**src/hdl/bc1_pkg.sv**
```systemverilog
package bc1_pkg;

  localparam int COLOUR_W = 24;
  localparam int TEXELS_PER_ROW = 4;
  localparam int PALETTE_SIZE = 4;
  localparam int INDEX_W = 32;
  localparam int ROW_W = 2;
  localparam logic [ROW_W-1:0] ROW_LAST = 2'd3;

  // One decoded block as it waits between the front and the back.
  typedef struct packed {
    logic [PALETTE_SIZE-1:0][COLOUR_W-1:0] palette;
    logic [INDEX_W-1:0] index_bits;
  } block_entry_t;

endpackage

```
**src/hdl/bc1_front.sv**
```systemverilog
module bc1_front
  import bc1_pkg::*;
(
  input  logic         clk,
  input  logic         rst,
  input  logic         in_valid,
  output logic         in_ready,
  input  logic [15:0]  first_colour,
  input  logic [15:0]  second_colour,
  input  logic [31:0]  index_bits,
  output logic         push_valid,
  input  logic         push_ready,
  output block_entry_t push_entry
);

  // x / 3 for x below 768 equals (x * 683) >> 11.
  localparam logic [19:0] MIX_RECIP = 20'd683;

  // Bit replication of an RGB565 colour to 8 bits per channel.
  function automatic logic [23:0] expand565(input logic [15:0] c);
    logic [4:0] r;
    logic [5:0] g;
    logic [4:0] b;
    r = c[15:11];
    g = c[10:5];
    b = c[4:0];
    return {r, r[4:2], g, g[5:4], b, b[4:2]};
  endfunction

  // Per channel (2 * near + far + 1) / 3.
  function automatic logic [23:0] third_mix(input logic [23:0] near_c,
                                            input logic [23:0] far_c);
    logic [9:0]  s;
    logic [19:0] p;
    logic [23:0] m;
    m = '0;
    for (int ch = 0; ch < 3; ch++) begin
      s = 10'({near_c[8*ch +: 8], 1'b0}) + 10'(far_c[8*ch +: 8]) + 10'd1;
      p = 20'(s) * MIX_RECIP;
      m[8*ch +: 8] = p[18:11];
    end
    return m;
  endfunction

  logic         valid;
  block_entry_t entry;
  logic [23:0]  c0;
  logic [23:0]  c1;

  assign c0 = expand565(first_colour);
  assign c1 = expand565(second_colour);

  // The stage takes a new block whenever it is empty or its block moves on.
  assign in_ready = !valid || push_ready;
  assign push_valid = valid;
  assign push_entry = entry;

  always_ff @(posedge clk) begin
    if (rst) begin
      valid <= 1'b0;
    end else if (in_ready) begin
      valid <= in_valid;
    end
  end

  // Palette is built while the block is taken in.
  always_ff @(posedge clk) begin
    if (in_valid && in_ready) begin
      entry.palette[0] <= c0;
      entry.palette[1] <= c1;
      entry.palette[2] <= third_mix(c0, c1);
      entry.palette[3] <= third_mix(c1, c0);
      entry.index_bits <= index_bits;
    end
  end

endmodule

```
**src/hdl/bc1_queue.sv**
```systemverilog
module bc1_queue
  import bc1_pkg::*;
#(
  parameter int DEPTH = 2
) (
  input  logic         clk,
  input  logic         rst,
  input  logic         push_valid,
  output logic         push_ready,
  input  block_entry_t push_entry,
  output logic         pop_valid,
  input  logic         pop_ready,
  output block_entry_t pop_entry
);

  localparam int PTR_W = $clog2(DEPTH);
  localparam int CNT_W = $clog2(DEPTH + 1);

  block_entry_t     mem [DEPTH];
  logic [PTR_W-1:0] wr_ptr;
  logic [PTR_W-1:0] rd_ptr;
  logic [CNT_W-1:0] count;
  logic             push;
  logic             pop;

  assign push_ready = (count != CNT_W'(DEPTH));
  assign pop_valid = (count != '0);
  assign pop_entry = mem[rd_ptr];
  assign push = push_valid && push_ready;
  assign pop = pop_valid && pop_ready;

  always_ff @(posedge clk) begin
    if (push) begin
      mem[wr_ptr] <= push_entry;
    end
  end

  // Pointers wrap at the depth, which need not be a power of two.
  always_ff @(posedge clk) begin
    if (rst) begin
      wr_ptr <= '0;
      rd_ptr <= '0;
      count <= '0;
    end else begin
      if (push) begin
        wr_ptr <= (wr_ptr == PTR_W'(DEPTH - 1)) ? '0 : wr_ptr + 1'b1;
      end
      if (pop) begin
        rd_ptr <= (rd_ptr == PTR_W'(DEPTH - 1)) ? '0 : rd_ptr + 1'b1;
      end
      if (push && !pop) begin
        count <= count + 1'b1;
      end else if (pop && !push) begin
        count <= count - 1'b1;
      end
    end
  end

`ifndef SYNTHESIS
  a_count_bound: assert property (@(posedge clk) disable iff (rst)
    count <= CNT_W'(DEPTH))
    else $error("queue count beyond depth");

  a_count_up: assert property (@(posedge clk) disable iff (rst)
    push && !pop |=> count == $past(count) + 1'b1)
    else $error("queue count did not grow on a lone push");
`endif

endmodule

```
**src/hdl/bc1_back.sv**
```systemverilog
module bc1_back
  import bc1_pkg::*;
(
  input  logic         clk,
  input  logic         rst,
  input  logic         pop_valid,
  output logic         pop_ready,
  input  block_entry_t pop_entry,
  output logic         out_valid,
  input  logic         out_ready,
  output logic [95:0]  out_data,
  output logic [1:0]   out_row,
  output logic         out_last
);

  logic [ROW_W-1:0]                                row;
  logic                                            advance;
  logic [TEXELS_PER_ROW-1:0][COLOUR_W-1:0]         texels;

  // The output register moves when empty or when its row is taken.
  assign advance = !out_valid || out_ready;
  // The block leaves the queue with its last row.
  assign pop_ready = advance && (row == ROW_LAST);

  // Palette lookup for the four texels of the current row.
  always_comb begin
    for (int col = 0; col < TEXELS_PER_ROW; col++) begin
      texels[col] = pop_entry.palette[pop_entry.index_bits[{row, 2'(col), 1'b0} +: 2]];
    end
  end

  always_ff @(posedge clk) begin
    if (rst) begin
      out_valid <= 1'b0;
      row <= '0;
    end else if (advance) begin
      out_valid <= pop_valid;
      if (pop_valid) begin
        row <= row + 1'b1;
      end
    end
  end

  always_ff @(posedge clk) begin
    if (advance && pop_valid) begin
      out_data <= texels;
      out_row <= row;
      out_last <= (row == ROW_LAST);
    end
  end

`ifndef SYNTHESIS
  a_last_marks_row: assert property (@(posedge clk) disable iff (rst)
    out_valid |-> (out_last == (out_row == ROW_LAST)))
    else $error("last flag does not match row");

  a_rows_unbroken: assert property (@(posedge clk) disable iff (rst)
    out_valid && out_ready && !out_last |=> out_valid)
    else $error("gap inside a block");

  a_row_order: assert property (@(posedge clk) disable iff (rst)
    out_valid && out_ready |=> !out_valid || (out_row == ROW_W'($past(out_row) + 1'b1)))
    else $error("rows out of order");
`endif

endmodule

```
**src/hdl/bc1_block_decoder_core.sv**
```systemverilog
// BC1 block decoder, four-colour mode.
// Input stream s_axis: one request carries one compressed 4x4 block, two RGB565
// endpoints and sixteen 2-bit palette indices. Output stream m_axis: four
// requests per block, one per texel row from the top, each with four 24-bit
// texels 0xRRGGBB, the row number in tuser and tlast on the fourth row.
// The first row of a block is presented once the block has passed the front
// stage register, the queue and the output register; the other rows follow one
// per cycle while m_axis_tready is high, and the output port, moving one row
// per cycle, bounds the block rate. The front stage expands the endpoints and
// forms the two interpolated colours; a queue of QUEUE_DEPTH blocks sits
// between it and the row sequencer, so input keeps flowing while a row waits at
// the output. When the receiver stalls, the current row holds on m_axis, the
// queue fills and then s_axis_tready drops. Reset empties the front stage, the
// queue and the output register; no block is in flight afterwards.
module bc1_block_decoder_core
  import bc1_pkg::*;
#(
  parameter int QUEUE_DEPTH = 2
) (
  input  logic        clk,
  input  logic        rst,
  input  logic        s_axis_tvalid,
  output logic        s_axis_tready,
  input  logic [63:0] s_axis_tdata,  // first_colour, second_colour, index_bits
  output logic        m_axis_tvalid,
  input  logic        m_axis_tready,
  output logic [95:0] m_axis_tdata,  // texel_a, texel_b, texel_c, texel_d
  output logic [1:0]  m_axis_tuser,  // row_number
  output logic        m_axis_tlast
);

  logic         push_valid;
  logic         push_ready;
  block_entry_t push_entry;
  logic         pop_valid;
  logic         pop_ready;
  block_entry_t pop_entry;

  bc1_front u_front (
    .clk           (clk),
    .rst           (rst),
    .in_valid      (s_axis_tvalid),
    .in_ready      (s_axis_tready),
    .first_colour  (s_axis_tdata[15:0]),
    .second_colour (s_axis_tdata[31:16]),
    .index_bits    (s_axis_tdata[63:32]),
    .push_valid    (push_valid),
    .push_ready    (push_ready),
    .push_entry    (push_entry)
  );

  bc1_queue #(
    .DEPTH (QUEUE_DEPTH)
  ) u_queue (
    .clk        (clk),
    .rst        (rst),
    .push_valid (push_valid),
    .push_ready (push_ready),
    .push_entry (push_entry),
    .pop_valid  (pop_valid),
    .pop_ready  (pop_ready),
    .pop_entry  (pop_entry)
  );

  bc1_back u_back (
    .clk       (clk),
    .rst       (rst),
    .pop_valid (pop_valid),
    .pop_ready (pop_ready),
    .pop_entry (pop_entry),
    .out_valid (m_axis_tvalid),
    .out_ready (m_axis_tready),
    .out_data  (m_axis_tdata),
    .out_row   (m_axis_tuser),
    .out_last  (m_axis_tlast)
  );

endmodule

```
**config.mk**
```make
export PLATFORM = sky130hd
export DESIGN_NAME = bc1_block_decoder_core
export DESIGN_NICKNAME = d
export VERILOG_FILES = /design/src/hdl/bc1_pkg.sv /design/src/hdl/bc1_front.sv /design/src/hdl/bc1_queue.sv /design/src/hdl/bc1_back.sv /design/src/hdl/bc1_block_decoder_core.sv
export SDC_FILE = /design/constraint.sdc
export NUM_CORES = 1
export LEC_CHECK = 0
export BUFFER_PORTS_ARGS = -buffer_cell sky130_fd_sc_hd__buf_2
export CORE_MARGIN = 2
export CORE_UTILIZATION = 55
export CTS_CLUSTER_SIZE = 40
export DETAILED_ROUTE_END_ITERATION = 16
export PLACE_DENSITY = 0.73
export REMOVE_ABC_BUFFERS = 1
export SYNTH_ARGS = -nofsm -noshare
export SYNTH_HDL_FRONTEND = slang
export SYNTH_HIERARCHICAL = 1
export SYNTH_SLANG_ARGS = --single-unit
```
**constraint.sdc**
```tcl
create_clock -name clk -period 7.83 [get_ports clk]
set_clock_uncertainty 0.15 [all_clocks]
set_input_delay 1.1745 -clock clk [delete_from_list [all_inputs] [get_ports clk]]
set_output_delay 1.1745 -clock clk [all_outputs]
set_load 0.1 [all_outputs]
```
==> results of run 1 <==
-- metrics by stage --
step | instance area [sq um] | std cells
finish | 33700 | 3184
global route | 33700 | 3184
CTS | 33700 | 3184
detailed placement | 32200 | 3097
global placement | 32200 | 3097
floorplan | 30200 | 2161
-- final timing paths --
check	to	slack, ns	cells after the start
worst min register to register	u_queue/mem[0][60]	0.29	0
worst max register to register	u_back/out_data[94]	3.84	4
worst max-delay path	u_front/push_entry[119]	0.79	26
worst min-delay path	u_queue/mem[0][60]	0.29	0
-- cell type report --
class	instances	share of cell area, %
Multi-Input combinational cell	1450	45.0
Timing Repair Buffer	188	2.94
Sequential cell	476	42.2
Clock inverter	33	0.958
Inverter	235	2.63
Clock buffer	54	3.57
Tap cell	748	2.78
-- sequential cells by signal, summed over array words and instances (netlist names), named ones only --
| name | flops |
|---|---|
| u_queue/mem | 256 |
| u_front/push_entry | 112 |
| u_back/out_data | 96 |
| u_back/out_row | 2 |
| u_back/row | 2 |
| u_queue/count | 2 |
| u_back/out_last | 1 |
| u_back/out_valid | 1 |
| u_front/push_valid | 1 |
| u_queue/rd_ptr | 1 |
| u_queue/wr_ptr | 1 |
-- power groups by stage --
stage	logic (mW)	clock network [mW]	registers (mW)
detailed placement	9.14	0	3.89
CTS	9.23	2.28	3.83
floorplan	6.35	0	4.41
finish	9.15	2.23	3.83
global placement	8.81	0	3.87
global route	10.4	2.38	3.86
-- routing by layer --
layer | up-vias | share of wire, % | global-route usage (%)
li1 | 8426 | - | -
met1 | 8834 | 44 | 30.3
met2 | 366 | 49 | 38.7
met3 | 99 | 4.6 | 3.41
met4 | 4 | 2.1 | 5.57
met5 | - | 0.039 | 0
-- cells by family (layout without fill, tap and decap cells) --
logic type	Yosys count	in the layout
DFF	476	476
xor gates and xnor gates	133	133
muxes	424	424
other	1	1
and+or+nand+nor	193	193
buffers and inverters	303	510
adders and majority gates	509	509
AOI/OAI and AO/OA	190	190
-- Yosys cell counts, types with 2 or more instances --
cell         n  area [sq um]
nand4_1     11          68.8
mux2_2     128          1440
fa_1       124          2480
or4_1        2          15.0
buf_2       22           110
edfxtp_1   467         14000
o21ai_0     27           135
or3_1       10          62.6
inv_2        2          7.51
o211ai_1     5          37.5
inv_1      233           875
o21ai_1      8          40.0
nand3_1     21           105
xor2_1      40           350
a211oi_1     6          45.0
nor3_1      14          70.1
nand2_1     37           139
mux2i_1    288          2880
a21oi_1     73           365
o31ai_1      2          15.0
clkbuf_1     4          15.0
nor2_1      57           214
o2111ai_1    3          26.3
mux4_2       8           180
a21o_1      24           180
dfxtp_1      9           180
or2_2        2          12.5
and3_1       4          25.0
nand2b_1     7          43.8
a31oi_1      4          25.0
buf_6       25           282
a311oi_1     2          17.5
nor2b_1     12          75.1
or2_1        2          12.5
and2_1      10          62.6
o21bai_1    12          90.1
ha_1       385          4820
xnor2_1     91           797
buf_4       17           128
o21a_1      10          75.1
-- worst register-to-register path, cell delays in order, from the launching register on --
cell     delay (ns)
dfxtp_4        0.89
buf_4          0.92
mux2_2         0.42
mux4_2         0.98
mux2i_1        0.29
==> qor.csv, run 1 <==
metric,value,unit
start_util,55.7,%
p_sw_share,42.8,%
crit_buf_inv,6,
dr.pass1.iters,5,
seq_area,14200,sq um
synth_compound_area_share,3.89,%
syn_area,30700,sq um
clk_pin_slew,0.06,ns
hold_path.class,reg -> reg,
maxSlewViolCount,0,
grt_usage,22.6,%
layout_commonest_cell,edfxtp_1,
arrival,7.25,ns
synthXorXnorAreaFrac,3.86,%
drc,0,
ctsHoldBuffers,0,
clkPwrFrac,14.7,%
synth.avg_cell_area,13.8,sq um
h-tree-depth,2,
switchingPower,6.51,mW
p_total,15.2,mW
rsz0062_at_grt,no,
synth_enable_flop_cells,467,
grt_pass1_vias,18600,
crit_path_frequent_cell,inv_1,
min_from,u_front/push_entry[60],
fp.dieArea,57800,sq um
yosysWarnings,6,
drive_gt1_share,16.7,%
combinationalPowerShare,60.2,%
max_slew_margin,18.7,%
nFillCells,4202,
insertion_delay,0.61,ns
startpoint,s_axis_tdata[10],
drt-initial-drc-count,958,
yosys.area_share.simple,3.05,%
cts_resized,0,
cp-end-kind,flop,
num_rows,86,
crit_type,in -> reg,
ir_drop,283,uV
critPathMaxStageDelay,0.51,ns
async_flop_share,0,%
core_area,55200,sq um
p_leak,14.7,nW
synth_cells,2229,
cpMaxStageDelayCell,fa_1,
multi_input_area,15200,sq um
synth.area.mux_share,14.6,%
detail-route-antenna-nets,0,
gp_congestion,0.902,
seqPwrFrac,25.2,%
period_minus_slack,7.04,ns
wl_per_cell,20.0,um
cts_buffer_depth,3,
pwr_density_cell,451,nW/um^2
whs,0.287,ns
ys_seq_area_share,46.2,%
cp_max_fo,7,
grt_start_max_net_pins,80,
io_buffers,168,
antenna_found_initial,3,
overflow,0,
layout_common_cells,"467 x edfxtp_1, 385 x ha_1, 288 x mux2i_1",
setup_viol,0,
dp_slack,0.221,ns
fin_crit_sh,89.9,%
area_growth,9.59,%
setup_tns,0,ns
yosys.area_share.adder,23.7,%
io_pins,169,
synth_top_family_by_area,adder cells,
status,"finished, final reports clean",
worstPathRequired,8.04,ns
crit_family,adder cells,
dieWidth,240,um
cts-root-buf,clkbuf_16,
wl,63800,um
ys_types,61,
via_per_inst,5.57,
finalWorstSetupSlack,0.792,ns
diodes,0,
synth_seq_cells,476,
grt_pass1_wl,101000,um
p_int,8.70,mW
tightestPinTransition,1.22,ns
vias,17700,
cts_tree,built,
hold_viol_final,0,
final_util,61.0,%
nNetsFinal,2975,
fmax,142,MHz
critical_path.startpoint_type,input port,
maxCapViolCount,0,
dpl.hpwl,46300,um
die_h,240,um
cts_setup_buffers,0,
clock_sinks,476,
cts_inserted_buffers,47,
synth_top_flop_cell,edfxtp_1,
No activity file was read; power rests on OpenSTA's default activity.
==> inputs of run 2 (changes only) <==
- CORE_ASPECT_RATIO: not set -> 0.8
==> qor.csv, run 2 (same netlist as run 1, synthesis figures left out) <==
metric,value,unit,change
vias,17700,,-0.10%
dpl.hpwl,46600,um,+0.69%
maxSlewViolCount,0,,unchanged
via_per_inst,5.56,,-0.10%
critical_path.startpoint_type,input port,,
layout_commonest_cell,edfxtp_1,,
layout_common_cells,"467 x edfxtp_1, 385 x ha_1, 288 x mux2i_1",,
fp.dieArea,57800,sq um,about the same
grt_pass1_wl,101000,um,about the same
num_rows,77,,-10%
nNetsFinal,2972,,-0.10%
clk_pin_slew,0.06,ns,about the same
whs,0.260,ns,-0.0270 ns
cts_setup_buffers,0,,unchanged
drt-initial-drc-count,1228,,+28%
cts-root-buf,clkbuf_16,,
h-tree-depth,2,,unchanged
worstPathRequired,8.03,ns,about the same
reg2reg_depth,4,,unchanged
cts_tree,built,,
ir_drop,305,uV,+7.9%
overflow,0,,unchanged
dr.pass1.iters,5,,unchanged
r2r-end,u_back/out_data[28],,
hold_viol_final,0,,unchanged
diodes,0,,unchanged
pwr_density_cell,457,nW/um^2,+1.3%
final_area,33800,sq um,+0.42%
period_minus_slack,7.07,ns,+0.0314 ns
io_pins,169,,unchanged
setup_viol,0,,unchanged
fin_crit_sh,90.3,%,+0.40 points
p_total,15.5,mW,+1.8%
cts_buffer_depth,3,,unchanged
final_util,61.2,%,+0.15 points
insertion_delay,0.61,ns,about the same
regMostFlops,u_queue/mem,,
grt_start_max_net_pins,77,,-3.8%
cts_resized,0,,unchanged
startpoint,s_axis_tdata[2],,
maxCapViolCount,0,,unchanged
detail-route-antenna-nets,0,,unchanged
fmax,141,MHz,-0.44%
cts_inserted_buffers,49,,+4.3%
drc,0,,unchanged
cp-end-kind,flop,,
hold_path.class,reg -> reg,,
status,"finished, final reports clean",,
gp_congestion,0.909,,+0.79%
dieWidth,268,um,+12%
r2r_setup_slack,3.76,ns,-0.08 ns
drive_gt1_share,16.8,%,+0.096 points
grt_usage,22.6,%,about the same
largest_register_ff_count,256,,unchanged
antenna_found_initial,1,,-2
core_area,55300,sq um,+0.18%
io_buffers,168,,unchanged
cp_max_fo,7,,unchanged
place_area,32100,sq um,-0.11%
arrival,7.27,ns,+0.02 ns
grt_pass1_vias,18300,,-1.6%
max_slew_margin,18.9,%,+0.29 points
clock_sinks,476,,unchanged
ctsHoldBuffers,0,,unchanged
die_h,215,um,-10%
wl,64400,um,+1.0%
crit_type,in -> reg,,
worstSetupEndpoint,u_front/push_entry[109],,
area_growth,10.1,%,
p_leak,14.8,nW,+0.37%
setup_tns,0,ns,unchanged
wl_per_cell,20.2,um,+1.0%
rsz0062_at_grt,no,,
start_util,55.6,%,-0.10 points
tightestPinTransition,1.22,ns,-0.00433 ns
run 2: worst max-delay path: stages:
cell and delay (ns):
buf_2 0.16, fa_1 0.47, a21o_1 0.17, a21oi_1 0.23
o21bai_1 0.10, a21oi_1 0.26, o21ai_1 0.17, xnor2_1 0.34
inv_1 0.08, ha_1 0.28, ha_1 0.32, fa_1 0.47
fa_1 0.54, inv_1 0.06, fa_1 0.53, inv_1 0.04
ha_1 0.23, a211oi_1 0.18, nand3_1 0.17, o21a_1 0.23
o31a_1 0.32, o21ai_1 0.16, a21boi_1 0.09, or3_1 0.32
and2_1 0.16
run 2: stage by stage:
step	setup WS (ns)	instances
after floorplan	0.857	2161
after global placement	0.301	3094
after detailed placement	0.230	3094
after CTS	0.847	3184
after global routing	0.280	3184
final	0.761	3184
run 2: layout make-up:
type / instances / area [sq um]
Sequential cell: 476 / 14200
Tap cell: 750 / 938
Clock buffer: 59 / 1260
Timing Repair Buffer: 183 / 953
Multi-Input combinational cell: 1450 / 15200
Inverter: 235 / 885
Fill cell: 4291 / 21500
Clock inverter: 31 / 438
run 2: power by group:
| part | internal, mW | total [mW] | switching (mW) |
|---|---|---|---|
| sequential | 3.67 | 3.82 | 0.154 |
| combinational | 3.76 | 9.24 | 5.47 |
| clock | 1.43 | 2.42 | 0.985 |
run 2: how the worst min path moves through the flow:
| stage | from | to | slack [ns] | depth (start not counted) |
|---|---|---|---|---|
| 6_report | u_front/push_entry[117] | u_queue/mem[0][117] | 0.26 | 0 |
| 5_1_grt | u_front/push_entry[117] | u_queue/mem[0][117] | 0.27 | 0 |
| 2_1_floorplan | u_front/push_entry[0] | u_queue/mem[0][0] | 0.27 | 0 |
| 4_1_cts | u_front/push_entry[117] | u_queue/mem[1][117] | 0.26 | 0 |
| 3_3_place_gp | u_front/push_entry[20] | u_queue/mem[0][20] | 0.27 | 0 |
| 3_5_place_dp | u_front/push_entry[89] | u_queue/mem[1][89] | 0.28 | 0 |
run 2: routing by layer:
layer,track usage (%),wire (um),up-vias,part of all wire (%)
met5,0,13,-,0.020
met4,5.15,1190,2,1.8
met3,3.19,2830,84,4.4
met2,36.3,29800,375,46
met1,32.8,30600,8830,47
li1,-,-,8420,-
==> inputs of run 3 (changes only) <==
- CORE_UTILIZATION: 55 -> 29
- PLACE_DENSITY: 0.73 -> not set
==> qor.csv, run 3 (same netlist as run 1, synthesis figures left out) <==
metric,value,unit,change
fmax,143,MHz,+0.96%
ctsHoldBuffers,0,,unchanged
crit_type,in -> reg,,
p_leak,14.9,nW,+0.65%
gp_congestion,0.838,,-7.8%
whs_path_depth,0,,unchanged
grt_start_max_net_pins,71,,-7.8%
clk_pin_slew,0.07,ns,about the same
min_to,u_queue/mem[1][36],,
largest_register_ff_count,256,,unchanged
cts_setup_buffers,0,,unchanged
io_buffers,168,,unchanged
grt_usage,13.3,%,-9.3 points
pwr_density_cell,444,nW/um^2,-2.9%
ir_drop,252,uV,-17%
tightestPinTransition,1.10,ns,-0.116 ns
wl_per_cell,18.7,um,-7.5%
regMostFlops,u_queue/mem,,
layout_commonest_cell,edfxtp_1,,
setup_viol,0,,unchanged
insertion_delay,0.61,ns,about the same
worstPathRequired,8.03,ns,about the same
final_util,33.2,%,-28 points
cp_max_fo,6,,-1
period_minus_slack,7.00,ns,-0.0674 ns
drive_gt1_share,17.4,%,+0.65 points
nFillCells,10400,,+140%
die_h,295,um,+37%
num_rows,106,,+38%
cp-end-kind,flop,,
hold_path.class,reg -> reg,,
max_slew_margin,26.6,%,+7.7 points
cts_tree,built,,
cts_inserted_buffers,51,,+4.1%
status,"finished, final reports clean",,
cts-root-buf,clkbuf_16,,
dieWidth,368,um,+37%
critical_path.startpoint_type,input port,,
start_util,29.3,%,-26 points
grt_pass1_wl,109000,um,+7.9%
drc,0,,unchanged
grt_pass1_vias,17600,,-3.9%
dr.pass1.iters,4,,-1
fp.dieArea,109000,sq um,+88%
reg2reg_depth,6,,+2
via_per_inst,4.51,,-19%
r2r_setup_slack,3.82,ns,+0.06 ns
hold_viol_final,0,,unchanged
wl,72200,um,+12%
io_pins,169,,unchanged
r2r-end,u_back/out_data[30],,
area_growth,13.2,%,
vias,17400,,-1.7%
core_area,105000,sq um,+89%
arrival,7.20,ns,-0.07 ns
maxSlewViolCount,0,,unchanged
h-tree-depth,2,,unchanged
dpl.hpwl,51900,um,+11%
detail-route-antenna-nets,0,,unchanged
drt-initial-drc-count,947,,-23%
clock_sinks,476,,unchanged
antenna_found_initial,0,,-1
nNetsFinal,2988,,+0.54%
maxCapViolCount,0,,unchanged
min_from,u_front/push_entry[36],,
layout_common_cells,"467 x edfxtp_1, 385 x ha_1, 288 x mux2i_1",,
cts_resized,0,,unchanged
fin_crit_sh,89.4,%,-0.86 points
rsz0062_at_grt,no,,
cts_buffer_depth,3,,unchanged
overflow,0,,unchanged
setup_tns,0,ns,unchanged
p_total,15.5,mW,-0.13%
## run 3: cell types whose count changed in the layout (fill, tap and decap cells not counted), sizes merged
| cell | previous run | this run |
|---|---|---|
| buf | 183 | 197 |
| clkinv | 19 | 21 |
| inv | 237 | 239 |
| bufinv | 8 | 7 |
| clkinvlp | 2 | 3 |
| diode | 0 | 1 |
## run 3: final cells by class
type / count / area, sq um / share of cell area (%)
diodes: 1 / 2.50 / 0.00719
flip-flops and latches: 476 / 14200 / 40.8
multi-input cells: 1450 / 15200 / 43.5
repair buffers: 197 / 1070 / 3.08
clock buffers: 59 / 1330 / 3.81
well taps: 1404 / 1760 / 5.04
clock inverters: 35 / 415 / 1.19
inverters: 235 / 887 / 2.55
## run 3: stage by stage
stage | cells | hold WS (ns) | setup WS, ns | cell area [sq um]
after floorplan | 2161 | 0.271 | 0.857 | 30200
after global placement | 3762 | 0.272 | 0.306 | 33100
after detailed placement | 3762 | 0.280 | 0.247 | 33100
after CTS | 3856 | 0.288 | 0.896 | 34800
after global routing | 3856 | 0.295 | 0.386 | 34800
final | 3857 | 0.289 | 0.828 | 34800
## run 3: per-layer routing
metal,share of wire [%],GRT usage [%]
met1,52,20.0
met2,42,19.7
met3,4.8,2.45
met4,1.6,2.52
met5,0,0
## run 3: power breakdown
| group | total (mW) | internal [mW] | switching [mW] |
|---|---|---|---|
| combinational | 9.13 | 3.78 | 5.34 |
| clock | 2.50 | 1.46 | 1.04 |
| sequential | 3.82 | 3.67 | 0.156 |
| total | 15.5 | 8.91 | 6.54 |
## run 3: critical path, stage by stage
cell,delay [ns]
buf_2,0.12
buf_4,0.16
fa_1,0.45
a21o_1,0.17
a21oi_1,0.21
o21bai_1,0.10
a21oi_1,0.26
o21ai_1,0.17
xnor2_1,0.30
inv_1,0.08
ha_1,0.28
ha_1,0.32
fa_1,0.47
fa_1,0.54
inv_1,0.05
fa_1,0.52
inv_1,0.04
ha_1,0.20
a211oi_1,0.18
nand3_1,0.15
o21a_1,0.23
o31a_1,0.31
o21ai_1,0.17
a21boi_1,0.10
or3_1,0.30
and2_1,0.15
## run 3: how the worst max path moves through the flow
stage | startpoint | end | depth (start not counted)
after global placement | s_axis_tdata[10] | u_front/push_entry[119] | 26
after detailed placement | s_axis_tdata[10] | u_front/push_entry[119] | 26
after global routing | s_axis_tdata[10] | u_front/push_entry[119] | 26
final | s_axis_tdata[2] | u_front/push_entry[109] | 26
after CTS | s_axis_tdata[2] | u_front/push_entry[109] | 26
after floorplan | s_axis_tdata[10] | u_front/push_entry[119] | 25
